$ cat src/ptfd_pkg.sv
// Shared types and constants for the port-tagged frame demultiplexer.
package ptfd_pkg;

  localparam int DATA_W     = 8;
  localparam int LEN_W      = 16;
  localparam int PORT_W     = 4;
  localparam int NPORT_W    = 5;
  localparam int MASK_W     = 16;
  localparam int ERR_W      = 2;
  localparam int HDR_W      = 2;
  localparam int CFG_IDX_W  = 2;
  localparam int CFG_DATA_W = 16;

  // Port numbers at or above this limit are always invalid
  localparam logic [NPORT_W-1:0] MAX_PORTS = 5'd16;

  // Configuration register indexes
  localparam logic [CFG_IDX_W-1:0] CFG_PORT_COUNT = 2'd0;
  localparam logic [CFG_IDX_W-1:0] CFG_PORT_MASK  = 2'd1;

  // Header byte positions
  localparam logic [HDR_W-1:0] HDR_PORT_HI = 2'd0;
  localparam logic [HDR_W-1:0] HDR_PORT_LO = 2'd1;
  localparam logic [HDR_W-1:0] HDR_LEN_HI  = 2'd2;
  localparam logic [HDR_W-1:0] HDR_LEN_LO  = 2'd3;

  // Result kinds
  localparam logic KIND_PAYLOAD = 1'b0;
  localparam logic KIND_ERROR   = 1'b1;

  typedef enum logic [1:0] {
    PH_HEADER,
    PH_OPEN,
    PH_CLOSED,
    PH_DISCARD
  } phase_t;

  typedef enum logic [ERR_W-1:0] {
    ERR_NONE,
    ERR_SHORT_HDR,
    ERR_BAD_PORT,
    ERR_BAD_LEN
  } err_t;

  typedef struct packed {
    logic              kind;
    logic [PORT_W-1:0] port_id;
    logic [DATA_W-1:0] payload;
    logic              last_of_message;
    err_t              error_code;
  } result_t;

  // Write side of the result queue
  typedef struct packed {
    logic    valid;
    result_t res;
  } push_t;

endpackage

$ cat src/ptfd_if.sv
// Channel interfaces: input bytes, result items and configuration writes.
interface ptfd_byte_if import ptfd_pkg::*; ();
  logic              valid;
  logic              ready;
  logic [DATA_W-1:0] data_byte;
  logic [LEN_W-1:0]  bytes_left;

  modport source (output valid, output data_byte, output bytes_left, input ready);
  modport sink   (input valid, input data_byte, input bytes_left, output ready);
endinterface

interface ptfd_result_if import ptfd_pkg::*; ();
  logic              valid;
  logic              ready;
  logic              kind;
  logic [PORT_W-1:0] port_id;
  logic [DATA_W-1:0] payload;
  logic              last_of_message;
  logic [ERR_W-1:0]  error_code;

  modport source (output valid, output kind, output port_id, output payload,
                  output last_of_message, output error_code, input ready);
  modport sink   (input valid, input kind, input port_id, input payload,
                  input last_of_message, input error_code, output ready);
endinterface

interface ptfd_cfg_if import ptfd_pkg::*; ();
  logic                  valid;
  logic                  ready;
  logic [CFG_IDX_W-1:0]  index;
  logic [CFG_DATA_W-1:0] wdata;

  modport source (output valid, output index, output wdata, input ready);
  modport sink   (input valid, input index, input wdata, output ready);
endinterface

$ cat src/ptfd_front.sv
// Front end: header parser and per-byte classifier feeding the result queue.
module ptfd_front import ptfd_pkg::*; (
  input  logic               clk,
  input  logic               rst,
  ptfd_byte_if.sink          bytes,
  input  logic [NPORT_W-1:0] port_count,
  input  logic [MASK_W-1:0]  port_open_mask,
  input  logic               space,
  output push_t              push
);

  phase_t             phase, phase_next;
  logic [HDR_W-1:0]   header_index, header_index_next;
  logic [LEN_W-1:0]   length_left, length_left_next;
  logic [DATA_W-1:0]  port_hi, port_hi_next;
  logic [PORT_W-1:0]  port_id, port_id_next;

  logic               in_acc;
  logic               last;
  logic [2:0]         need;
  logic [NPORT_W-1:0] lim;
  logic               port_bad;
  logic [LEN_W-1:0]   len_full;
  logic               len_bad;
  logic [LEN_W-1:0]   len_dec;
  err_t               err;

  assign bytes.ready = space;
  assign in_acc      = bytes.valid && space;
  assign last        = bytes.bytes_left <= LEN_W'(1);

  // Header checks
  assign need     = 3'd4 - {1'b0, header_index};
  assign lim      = (port_count > MAX_PORTS) ? MAX_PORTS : port_count;
  assign port_bad = (port_hi != '0) || (bytes.data_byte >= {3'b000, lim});
  assign len_full = {length_left[DATA_W-1:0], bytes.data_byte};
  assign len_bad  = (len_full == '0) || (len_full >= bytes.bytes_left);
  assign len_dec  = (length_left == '0) ? '0 : length_left - LEN_W'(1);

  // Outputs: error classification and the result pushed to the queue
  always_comb begin
    err = ERR_NONE;
    if (phase == PH_HEADER) begin
      if (bytes.bytes_left < {13'd0, need}) begin
        err = ERR_SHORT_HDR;
      end else if (header_index == HDR_PORT_LO && port_bad) begin
        err = ERR_BAD_PORT;
      end else if (header_index == HDR_LEN_LO && len_bad) begin
        err = ERR_BAD_LEN;
      end
    end

    push.valid = in_acc && ((err != ERR_NONE) || (phase == PH_OPEN));
    if (err != ERR_NONE) begin
      push.res.kind            = KIND_ERROR;
      push.res.port_id         = '0;
      push.res.payload         = '0;
      push.res.last_of_message = 1'b0;
    end else begin
      push.res.kind            = KIND_PAYLOAD;
      push.res.port_id         = port_id;
      push.res.payload         = bytes.data_byte;
      push.res.last_of_message = length_left <= LEN_W'(1);
    end
    push.res.error_code = err;
  end

  // Next state
  always_comb begin
    phase_next        = phase;
    header_index_next = header_index;
    length_left_next  = length_left;
    port_hi_next      = port_hi;
    port_id_next      = port_id;
    if (in_acc) begin
      unique case (phase)
        PH_HEADER: begin
          if (err != ERR_NONE) begin
            phase_next        = last ? PH_HEADER : PH_DISCARD;
            header_index_next = HDR_PORT_HI;
            length_left_next  = '0;
          end else begin
            unique case (header_index)
              HDR_PORT_HI: begin
                port_hi_next      = bytes.data_byte;
                header_index_next = HDR_PORT_LO;
              end
              HDR_PORT_LO: begin
                port_id_next      = bytes.data_byte[PORT_W-1:0];
                header_index_next = HDR_LEN_HI;
              end
              HDR_LEN_HI: begin
                length_left_next  = {{(LEN_W-DATA_W){1'b0}}, bytes.data_byte};
                header_index_next = HDR_LEN_LO;
              end
              HDR_LEN_LO: begin
                length_left_next  = len_full;
                phase_next        = port_open_mask[port_id] ? PH_OPEN : PH_CLOSED;
                header_index_next = HDR_PORT_HI;
              end
            endcase
          end
        end
        PH_OPEN, PH_CLOSED: begin
          if (len_dec == '0 || last) begin
            phase_next        = PH_HEADER;
            header_index_next = HDR_PORT_HI;
            length_left_next  = '0;
          end else begin
            length_left_next  = len_dec;
          end
        end
        PH_DISCARD: begin
          if (last) begin
            phase_next        = PH_HEADER;
            header_index_next = HDR_PORT_HI;
          end
        end
      endcase
    end
  end

  // State registers
  always_ff @(posedge clk) begin
    if (rst) begin
      phase        <= PH_HEADER;
      header_index <= HDR_PORT_HI;
      length_left  <= '0;
    end else begin
      phase        <= phase_next;
      header_index <= header_index_next;
      length_left  <= length_left_next;
    end
  end

  // Header fields
  always_ff @(posedge clk) begin
    port_hi <= port_hi_next;
    port_id <= port_id_next;
  end

`ifndef SYNTHESIS
  a_hdr_idx_only_in_header: assert property (@(posedge clk) disable iff (rst)
    phase != PH_HEADER |-> header_index == HDR_PORT_HI)
    else $error("header index left nonzero outside header phase");

  a_payload_len_nonzero: assert property (@(posedge clk) disable iff (rst)
    (phase == PH_OPEN || phase == PH_CLOSED) |-> length_left != '0)
    else $error("payload phase with no bytes due");

  a_error_discards: assert property (@(posedge clk) disable iff (rst)
    (push.valid && push.res.kind == KIND_ERROR && !last) |=> phase == PH_DISCARD)
    else $error("error not followed by discard");
`endif

endmodule

$ cat src/ptfd_queue.sv
// Result queue between the front end and the output channel.
module ptfd_queue import ptfd_pkg::*; #(
  parameter int DEPTH = 2
) (
  input  logic           clk,
  input  logic           rst,
  input  push_t          push,
  output logic           space,
  ptfd_result_if.source  result
);

  localparam int PTR_W = (DEPTH > 1) ? $clog2(DEPTH) : 1;
  localparam int CNT_W = $clog2(DEPTH + 1);

  result_t          mem [DEPTH];
  logic [PTR_W-1:0] wr_ptr, rd_ptr;
  logic [CNT_W-1:0] count;
  logic             pop;
  result_t          head;

  assign pop   = result.valid && result.ready;
  assign space = count != CNT_W'(DEPTH);

  // Storage
  always_ff @(posedge clk) begin
    if (push.valid) begin
      mem[wr_ptr] <= push.res;
    end
  end

  // Pointers and fill count
  always_ff @(posedge clk) begin
    if (rst) begin
      wr_ptr <= '0;
      rd_ptr <= '0;
      count  <= '0;
    end else begin
      if (push.valid) begin
        wr_ptr <= (wr_ptr == PTR_W'(DEPTH - 1)) ? '0 : wr_ptr + PTR_W'(1);
      end
      if (pop) begin
        rd_ptr <= (rd_ptr == PTR_W'(DEPTH - 1)) ? '0 : rd_ptr + PTR_W'(1);
      end
      if (push.valid && !pop) begin
        count <= count + CNT_W'(1);
      end else if (pop && !push.valid) begin
        count <= count - CNT_W'(1);
      end
    end
  end

  // Head of queue drives the output channel
  assign head                   = mem[rd_ptr];
  assign result.valid           = count != '0;
  assign result.kind            = head.kind;
  assign result.port_id         = head.port_id;
  assign result.payload         = head.payload;
  assign result.last_of_message = head.last_of_message;
  assign result.error_code      = head.error_code;

`ifndef SYNTHESIS
  a_count_bound: assert property (@(posedge clk) disable iff (rst)
    count <= CNT_W'(DEPTH))
    else $error("queue count above depth");

  a_no_push_when_full: assert property (@(posedge clk) disable iff (rst)
    !space |-> !push.valid)
    else $error("push into full queue");

  a_push_shows: assert property (@(posedge clk) disable iff (rst)
    (push.valid && count == '0) |=> result.valid)
    else $error("pushed result not visible");
`endif

endmodule

$ cat src/port_tagged_frame_demux.sv
// Top level of the port-tagged frame demultiplexer.
//
// Takes one byte of a received transfer per request, with the count of bytes
// left in the transfer, and parses 4-byte headers (port, length, both
// big-endian) followed by payload. Payload bytes for open ports come out
// tagged with their port and an end-of-message mark; closed-port bytes are
// dropped. A short header, invalid port or bad length yields one error report
// and the rest of the transfer is skipped. A byte is accepted in any cycle in
// which the QUEUE_DEPTH-entry result queue is not full: the header parser
// updates its state and any result goes into the queue. With the default
// depth of 2 bytes flow at one per cycle while the sink takes a result every
// cycle; once a sink stall fills the queue, input is held off while the queue
// is full, even if a result leaves in that cycle. At depth 1 no byte is
// accepted while a result is still queued. A result is written into the queue
// when its byte is accepted and comes out after any older results still queued.
// Configuration writes are taken every cycle and must only be issued while
// the block is idle.
module port_tagged_frame_demux import ptfd_pkg::*; #(
  parameter int QUEUE_DEPTH = 2
) (
  input  logic          clk,
  input  logic          rst,
  ptfd_byte_if.sink     bytes,
  ptfd_result_if.source result,
  ptfd_cfg_if.sink      cfg
);

  logic [NPORT_W-1:0] port_count;
  logic [MASK_W-1:0]  port_open_mask;
  logic               space;
  push_t              push;

  assign cfg.ready = 1'b1;

  // Configuration registers
  always_ff @(posedge clk) begin
    if (rst) begin
      port_count     <= MAX_PORTS;
      port_open_mask <= '0;
    end else if (cfg.valid) begin
      case (cfg.index)
        CFG_PORT_COUNT: port_count     <= cfg.wdata[NPORT_W-1:0];
        CFG_PORT_MASK:  port_open_mask <= cfg.wdata[MASK_W-1:0];
        default: ;
      endcase
    end
  end

  ptfd_front u_front (
    .clk            (clk),
    .rst            (rst),
    .bytes          (bytes),
    .port_count     (port_count),
    .port_open_mask (port_open_mask),
    .space          (space),
    .push           (push)
  );

  ptfd_queue #(
    .DEPTH (QUEUE_DEPTH)
  ) u_queue (
    .clk    (clk),
    .rst    (rst),
    .push   (push),
    .space  (space),
    .result (result)
  );

endmodule

$ cat src/flat_wrapper.sv
// flat-port wrapper written by rule: the top's interface ports become plain ports
module port_tagged_frame_demux_flat import ptfd_pkg::*;
#(
  parameter int QUEUE_DEPTH = 2
)
  (clk, rst, bytes_valid, bytes_data_byte, bytes_bytes_left, bytes_ready, result_valid, result_kind, result_port_id, result_payload, result_last_of_message, result_error_code, result_ready, cfg_valid, cfg_index, cfg_wdata, cfg_ready);
  ptfd_byte_if bytes_i ();
  ptfd_result_if result_i ();
  ptfd_cfg_if cfg_i ();
  input  logic clk;
  input  logic rst;
  input wire logic [$bits(bytes_i.valid)-1:0] bytes_valid;
  input wire logic [$bits(bytes_i.data_byte)-1:0] bytes_data_byte;
  input wire logic [$bits(bytes_i.bytes_left)-1:0] bytes_bytes_left;
  output wire logic [$bits(bytes_i.ready)-1:0] bytes_ready;
  output wire logic [$bits(result_i.valid)-1:0] result_valid;
  output wire logic [$bits(result_i.kind)-1:0] result_kind;
  output wire logic [$bits(result_i.port_id)-1:0] result_port_id;
  output wire logic [$bits(result_i.payload)-1:0] result_payload;
  output wire logic [$bits(result_i.last_of_message)-1:0] result_last_of_message;
  output wire logic [$bits(result_i.error_code)-1:0] result_error_code;
  input wire logic [$bits(result_i.ready)-1:0] result_ready;
  input wire logic [$bits(cfg_i.valid)-1:0] cfg_valid;
  input wire logic [$bits(cfg_i.index)-1:0] cfg_index;
  input wire logic [$bits(cfg_i.wdata)-1:0] cfg_wdata;
  output wire logic [$bits(cfg_i.ready)-1:0] cfg_ready;
  assign bytes_i.valid = bytes_valid;
  assign bytes_i.data_byte = bytes_data_byte;
  assign bytes_i.bytes_left = bytes_bytes_left;
  assign bytes_ready = bytes_i.ready;
  assign result_valid = result_i.valid;
  assign result_kind = result_i.kind;
  assign result_port_id = result_i.port_id;
  assign result_payload = result_i.payload;
  assign result_last_of_message = result_i.last_of_message;
  assign result_error_code = result_i.error_code;
  assign result_i.ready = result_ready;
  assign cfg_i.valid = cfg_valid;
  assign cfg_i.index = cfg_index;
  assign cfg_i.wdata = cfg_wdata;
  assign cfg_ready = cfg_i.ready;
  port_tagged_frame_demux #(.QUEUE_DEPTH(QUEUE_DEPTH)) u_core (.clk(clk), .rst(rst), .bytes(bytes_i), .result(result_i), .cfg(cfg_i));
endmodule
$ cat config.mk
export PLATFORM = sky130hd
export DESIGN_NAME = port_tagged_frame_demux_flat
export DESIGN_NICKNAME = d
export VERILOG_FILES = /design/src/ptfd_pkg.sv /design/src/ptfd_if.sv /design/src/ptfd_front.sv /design/src/ptfd_queue.sv /design/src/port_tagged_frame_demux.sv /design/src/flat_wrapper.sv
export SDC_FILE = /design/constraint.sdc
export NUM_CORES = 1
export LEC_CHECK = 0
export ABC_AREA = 0
export BUFFER_PORTS_ARGS = -buffer_cell sky130_fd_sc_hd__buf_4
export CAP_MARGIN = 10
export CORE_MARGIN = 2
export CORE_UTILIZATION = 60
export DETAILED_ROUTE_END_ITERATION = 8
export PLACE_DENSITY_LB_ADDON = 0.3
export SLEW_MARGIN = 20
export SYNTH_ARGS = -nofsm -noshare
export SYNTH_HDL_FRONTEND = slang
export SYNTH_HIERARCHICAL = 1
export SYNTH_SLANG_ARGS = --single-unit
$ cat constraint.sdc
create_clock -name clk -period 10.1 [get_ports clk]
set_clock_uncertainty 0.05 [all_clocks]
set_input_delay 1.01 -clock clk [delete_from_list [all_inputs] [get_ports clk]]
set_output_delay 1.01 -clock clk [all_outputs]
set_load 0.005 [all_outputs]
# Word level (Yosys, flattened, before mapping)
# Memory sizes are Yosys's and may differ from the RTL's. A register that Yosys moved wholly into a read port is not among the register bits.
# Cells that the tools add are included.
dict set report classes {
  eq_ne 12
  n_reduce_logical 32
  bitwise 1
  magnitude_cmp 7
  muxes 31
  addsub 6
}
# operator count
set ops {}
lappend ops {{16-bit case mux with 2 select lines} 2}
lappend ops {{16-bit logical NOT} 3}
lappend ops {{16-bit 2-to-1 mux} 3}
lappend ops {{16-bit by 1-bit less-or-equal comparator with 1-bit output (second input constant)} 2}
lappend ops {{2-bit 2-to-1 mux} 13}
lappend ops {{16-bit >= comparator} 1}
lappend ops {{16-bit by 3-bit < comparator with 1-bit output} 1}
lappend ops {{16-bit by 1-bit subtractor with 16-bit output (second input constant)} 1}
lappend ops {{14-bit 2-to-1 mux} 1}
lappend ops {{2-bit case mux with 3 select lines} 2}
lappend ops {{4-bit AND reduction} 3}
lappend ops {{2-bit equality test (second input constant)} 4}
lappend ops {{8-bit by 5-bit >= comparator with 1-bit output} 1}
lappend ops {{2-bit case mux with 4 select lines} 1}
lappend ops {{2-bit nonzero test} 4}
lappend ops {{8-bit nonzero test} 1}
lappend ops {{1-bit logical AND} 7}
lappend ops {{1-bit 2-to-1 mux} 7}
lappend ops {{2-bit by 1-bit equality test with 1-bit output (second input constant)} 3}
lappend ops {{2-bit logical NOT} 3}
lappend ops {{2-bit inequality test (second input constant)} 3}
lappend ops {{3-bit AND reduction} 2}
lappend ops {{5-bit greater-than comparator (second input constant)} 1}
lappend ops {{4-bit by 5-bit < comparator with 1-bit output (second input constant)} 1}
lappend ops {{13 further kinds} 19}
dict set report word_totals {
  out_inout_bits 19
  register_bits 57
  ramBits 32
  elab_cells 100
  mem_count 1
  inputBits 47
}
# name depth word_bits rd rd_clocked_by_memory_dff write_ports line
set memory_table {}
lappend memory_table {u_core.u_queue.mem 2 16 1 1 1 ptfd_queue.sv:15} ;# result_t mem [DEPTH];

# Longest topological paths before layout
dict set report depth {
  ltp_word 15
  mapped_depth 15
  depth_no_buf 15
}

# Modules after synthesis
# The synthesis kept the hierarchy.
# module area_each_um2 cells_per_inst seq_area_each_um2 instances
set modules_own_cells {}
lappend modules_own_cells {ptfd_front 2912.8 333 760.7 1}
lappend modules_own_cells {ptfd_queue 1362.6 72 1061.0 1}
lappend modules_own_cells {port_tagged_frame_demux 943.4 91 420.4 1}

# Least setup slack after synthesis
# OpenSTA, ideal clock, no wires.
dict set report synth_timing {
  kind {input to register}
  start {input bytes_bytes_left[13]}
  end {memory u_core/u_queue/mem[0][0] (netlist bit) (enable)}
  t_arrival_ns 3.788
  setup_time_ns 0.390
  n_path_buf 0
  required_ns 9.660
  cell_stages 11
  path_slack_ns 5.872
  cell_sequence {inv_1 > ha_1 > nand4_1 > or4_1 > or4_1 > nand3_1 > o31ai_4 > inv_2 > nor2_1 > nor2_1 > nor2b_1}
}
# element line
set synth_rtl {}
lappend synth_rtl {{start, declared} flat_wrapper.sv:14} ;# input wire logic [$bits(bytes_i.bytes_left)-1:0] bytes_bytes_left;
lappend synth_rtl {{end, declared} ptfd_queue.sv:15}

==> results.sh <==
export IMPL_outcome="finished, final reports clean"
export IMPL_gp_congestion=0.900
export IMPL_pwr_share_seq=0.344
export IMPL_tightest_slew_ns=0.866
export IMPL_drc=0
export IMPL_required_ns=10.05
export IMPL_syn_num_nets=579
export IMPL_synth_compound_area_frac=0.103
export IMPL_ff2ff_path_depth=11
export IMPL_core_um2=8590
export IMPL_final_net_count=635
export IMPL_hp_start="u_core/port_open_mask[5]"
export IMPL_area_growth_pct=13.2
export IMPL_clk_latency_ns=0.37
export IMPL_synth_simple_area_share=0.205
export IMPL_antennaDiodeCount=0
export IMPL_grt_setup_unrepaired="no"
export IMPL_synth_seq_area_share=0.430
export IMPL_viasPerCell=6.05
export IMPL_slew_viol_final=0
export IMPL_post_cts_setup_buffers=0
export IMPL_cts_buffers=9
export IMPL_antenna_found_initial=0
export IMPL_pwr_share_comb=0.491
export IMPL_p_clk_frac=0.165
export IMPL_synth_top_family_by_area="simple AND/OR/NAND/NOR gates"
export IMPL_p_switching_uw=683
export IMPL_die_w_um=97.3
export IMPL_async_reset_ff_frac=0
export IMPL_fin_util=0.688
export IMPL_max_vdd_ir_drop_mv=0.221
export IMPL_drt_first_iter_violations=324
export IMPL_syn_area_per_cell_um2=10.5
export IMPL_drt_pass1_iterations=6
export IMPL_synth_area_um2=5220
export IMPL_ys_ff_latch=90
export IMPL_worstReg2RegStart="u_core/u_front/length_left[0]"
export IMPL_vias=4026
export IMPL_die_area_um2=9460
export IMPL_netlist_instances=496
export IMPL_h_tree_depth=3
export IMPL_synthMuxAreaShare=0.106
export IMPL_crit_arrival_ns=4.11
export IMPL_fmax_mhz=240
export IMPL_powerDensity_nw_per_um2=273
export IMPL_clk_path_buf_depth=2
export IMPL_path_buf_inv=3
export IMPL_endpoint_kind="flip-flop"
export IMPL_critPathSlowestCell="and2_1"
export IMPL_grt_max_degree=59
export IMPL_synth_xor_area_frac=0.0168
export IMPL_period_needed_ns=4.16
export IMPL_fp_row_count=34
export IMPL_p_leak_nw=2.38
export IMPL_hold_path_class="flip-flop to flip-flop"
export IMPL_slew_headroom=0.418
export IMPL_io_pins=66
export IMPL_root_buffer="clkbuf_8"
export IMPL_port_buffer_count=64
export IMPL_postCtsHoldBufs=0
export IMPL_die_y_um=97.3
export IMPL_synth_cell_type_count=70
export IMPL_drtAntennaViolNets=0
export IMPL_totalWireLength_um=11900
export IMPL_path_class="input port to flip-flop"
export IMPL_synth_edff_count=44
export IMPL_fin_crit_sh=0.412
export IMPL_clkSlewWorstSetupHoldPaths_ns=0.10
export IMPL_initial_core_util=0.607
export IMPL_cts_resized=0
export IMPL_track_usage=0.255
export IMPL_fin_setup_tns_ns=0
export IMPL_dpl_hpwl_um=8870
export IMPL_drive_gt1_frac=0.226
export IMPL_synth_warning_count=6
export IMPL_p_int_uw=928
export IMPL_grt_pass1_wl_um=19300
export IMPL_cp_max_fo=17
export IMPL_reg2reg_to="u_core/u_queue/mem[1][9]"
export IMPL_finalSetupViolCount=0
export IMPL_hold_depth=2
export IMPL_max_stage_delay_ns=0.63
export IMPL_grt_overflow=0
export IMPL_grt_pass1_vias=3874
export IMPL_cts_sinks=90
export IMPL_rrSetupSlack_ns=6.13
export IMPL_min_to="u_core/port_open_mask[5]"
export IMPL_cts_tree="yes"
export IMPL_cpLargestDelayFamily="simple AND/OR/NAND/NOR gates"
export IMPL_synthAdderAreaFrac=0.0863
export IMPL_max_cap_violations=0
export IMPL_crit_chain="buf_4, inv_1, ha_1, nand4_1, or4_1, or4_1, nand3_1, o31ai_4, inv_2, nor2_1, nor2_1, and2_1"
export IMPL_finalHoldViolations=0
export IMPL_sw_frac_of_total=0.424
export IMPL_start_kind="input port"
export IMPL_wl_per_cell_um=17.9
export IMPL_ys_flop_type="dfxtp_1"
==> cells by family after synthesis <==
logic type / Yosys count
compound gates: 73
xor+xnor: 10
fa+ha+maj: 36
buf+inv: 53
flops: 90
mux: 47
other cells: 1
simple gates: 186
==> worst register-to-register path, delay by kind of cell (launching register included) <==
kind / cells / cell delay, ns
flip-flops: 1 / 0.41
buffers and inverters: 2 / 0.36
AND/OR/NAND/NOR: 6 / 2.04
AO/OA/AOI/OAI: 2 / 0.31
adder cells (fa/ha/maj): 1 / 0.43
==> stage by stage <==
stage | instance area (µm²) | hold slack, ns | power (mW) | setup WS [ns] | std cells
global placement | 5690 | 0.408 | 1.31 | 5.73 | 649
floorplan | 5220 | 0.395 | 1.14 | 5.87 | 496
global route | 5910 | 0.454 | 1.71 | 5.82 | 665
CTS | 5910 | 0.430 | 1.60 | 6.02 | 665
detailed placement | 5690 | 0.414 | 1.33 | 5.61 | 649
finish | 5910 | 0.428 | 1.61 | 5.94 | 665
==> flip-flops by register name, summed over array words and instances (netlist names), 4 cells and up, named ones only <==
register                    cells
u_core/u_queue/mem             32
u_core/port_count               5
u_core/port_open_mask          16
u_core/u_front/port_hi          8
u_core/u_front/length_left     16
u_core/u_front/port_id          4
==> how the worst max path moves through the flow <==
stage | startpoint | end | cells past startpoint
3_3_place_gp | bytes_bytes_left[11] | u_core/u_queue/mem[1][11] | 12
3_5_place_dp | bytes_bytes_left[11] | u_core/u_queue/mem[1][13] | 12
5_1_grt | bytes_data_byte[0] | u_core/u_queue/count[1] | 14
4_1_cts | bytes_bytes_left[11] | u_core/u_queue/mem[1][9] | 12
2_1_floorplan | bytes_bytes_left[13] | u_core/u_queue/mem[0][0] | 11
6_report | bytes_bytes_left[11] | u_core/u_queue/mem[1][9] | 12
==> cell type report <==
class	instances	area [µm²]
well taps	108	135
flip-flops and latches	90	2240
clock buffers	9	124
repair buffers	65	488
multi-input cells	353	2700
fillers	690	2690
clock inverters	7	95.1
inverters	33	124
==> synthesized netlist by cell type (all sizes together), types with 5 or more instances <==
cell | number | share of area
mux2i | 26 | 0.050
clkbuf | 7 | 0.0050
nand2 | 23 | 0.019
edfxtp | 44 | 0.25
a21oi | 11 | 0.011
o31ai | 5 | 0.012
nor4 | 11 | 0.016
nor2 | 36 | 0.027
mux2 | 16 | 0.035
nand4 | 6 | 0.0084
xor2 | 7 | 0.012
inv | 33 | 0.024
nand3 | 10 | 0.011
nand2b | 41 | 0.049
and2 | 13 | 0.016
mux4 | 5 | 0.022
dfxtp | 46 | 0.18
ha | 36 | 0.086
or4 | 8 | 0.012
or3 | 6 | 0.0079
buf | 12 | 0.022
o21ai | 18 | 0.017
a31oi | 10 | 0.012
nor3 | 19 | 0.019
==> power by group through the flow <==
stage	Sequential (mW)	Combinational (mW)	Clock, mW
after global placement	0.559	0.749	0
after CTS	0.553	0.775	0.268
after detailed placement	0.562	0.769	0
final	0.554	0.791	0.265
after global routing	0.566	0.865	0.283
after floorplan	0.527	0.612	0
==> cell usage in the layout (no fill, tap or decap), types with 4 or more instances in the layout <==
cell      count
buf_4        65
dfxtp_1      46
edfxtp_1     44
nand2b_1     41
ha_1         36
nor2_1       34
inv_1        32
mux2i_1      26
nand2_1      21
nor3_1       18
mux2_2       16
o21ai_0      15
and2_1       13
nor4_1       10
a21oi_1      10
a31oi_1      10
clkbuf_8      9
nand3_1       9
or4_1         8
xor2_1        7
nand4_1       5
mux4_2        5
a211oi_1      4
nand3b_1      4
==> layer usage <==
layer / vias up / global-route usage / part of all wire
met5: - / 0 / 0
met4: 0 / 0.0524 / 0.012
met1: 1924 / 0.352 / 0.44
li1: 1926 / - / -
met3: 19 / 0.0525 / 0.066
met2: 157 / 0.423 / 0.48
No activity file was read; power rests on OpenSTA's default activity.
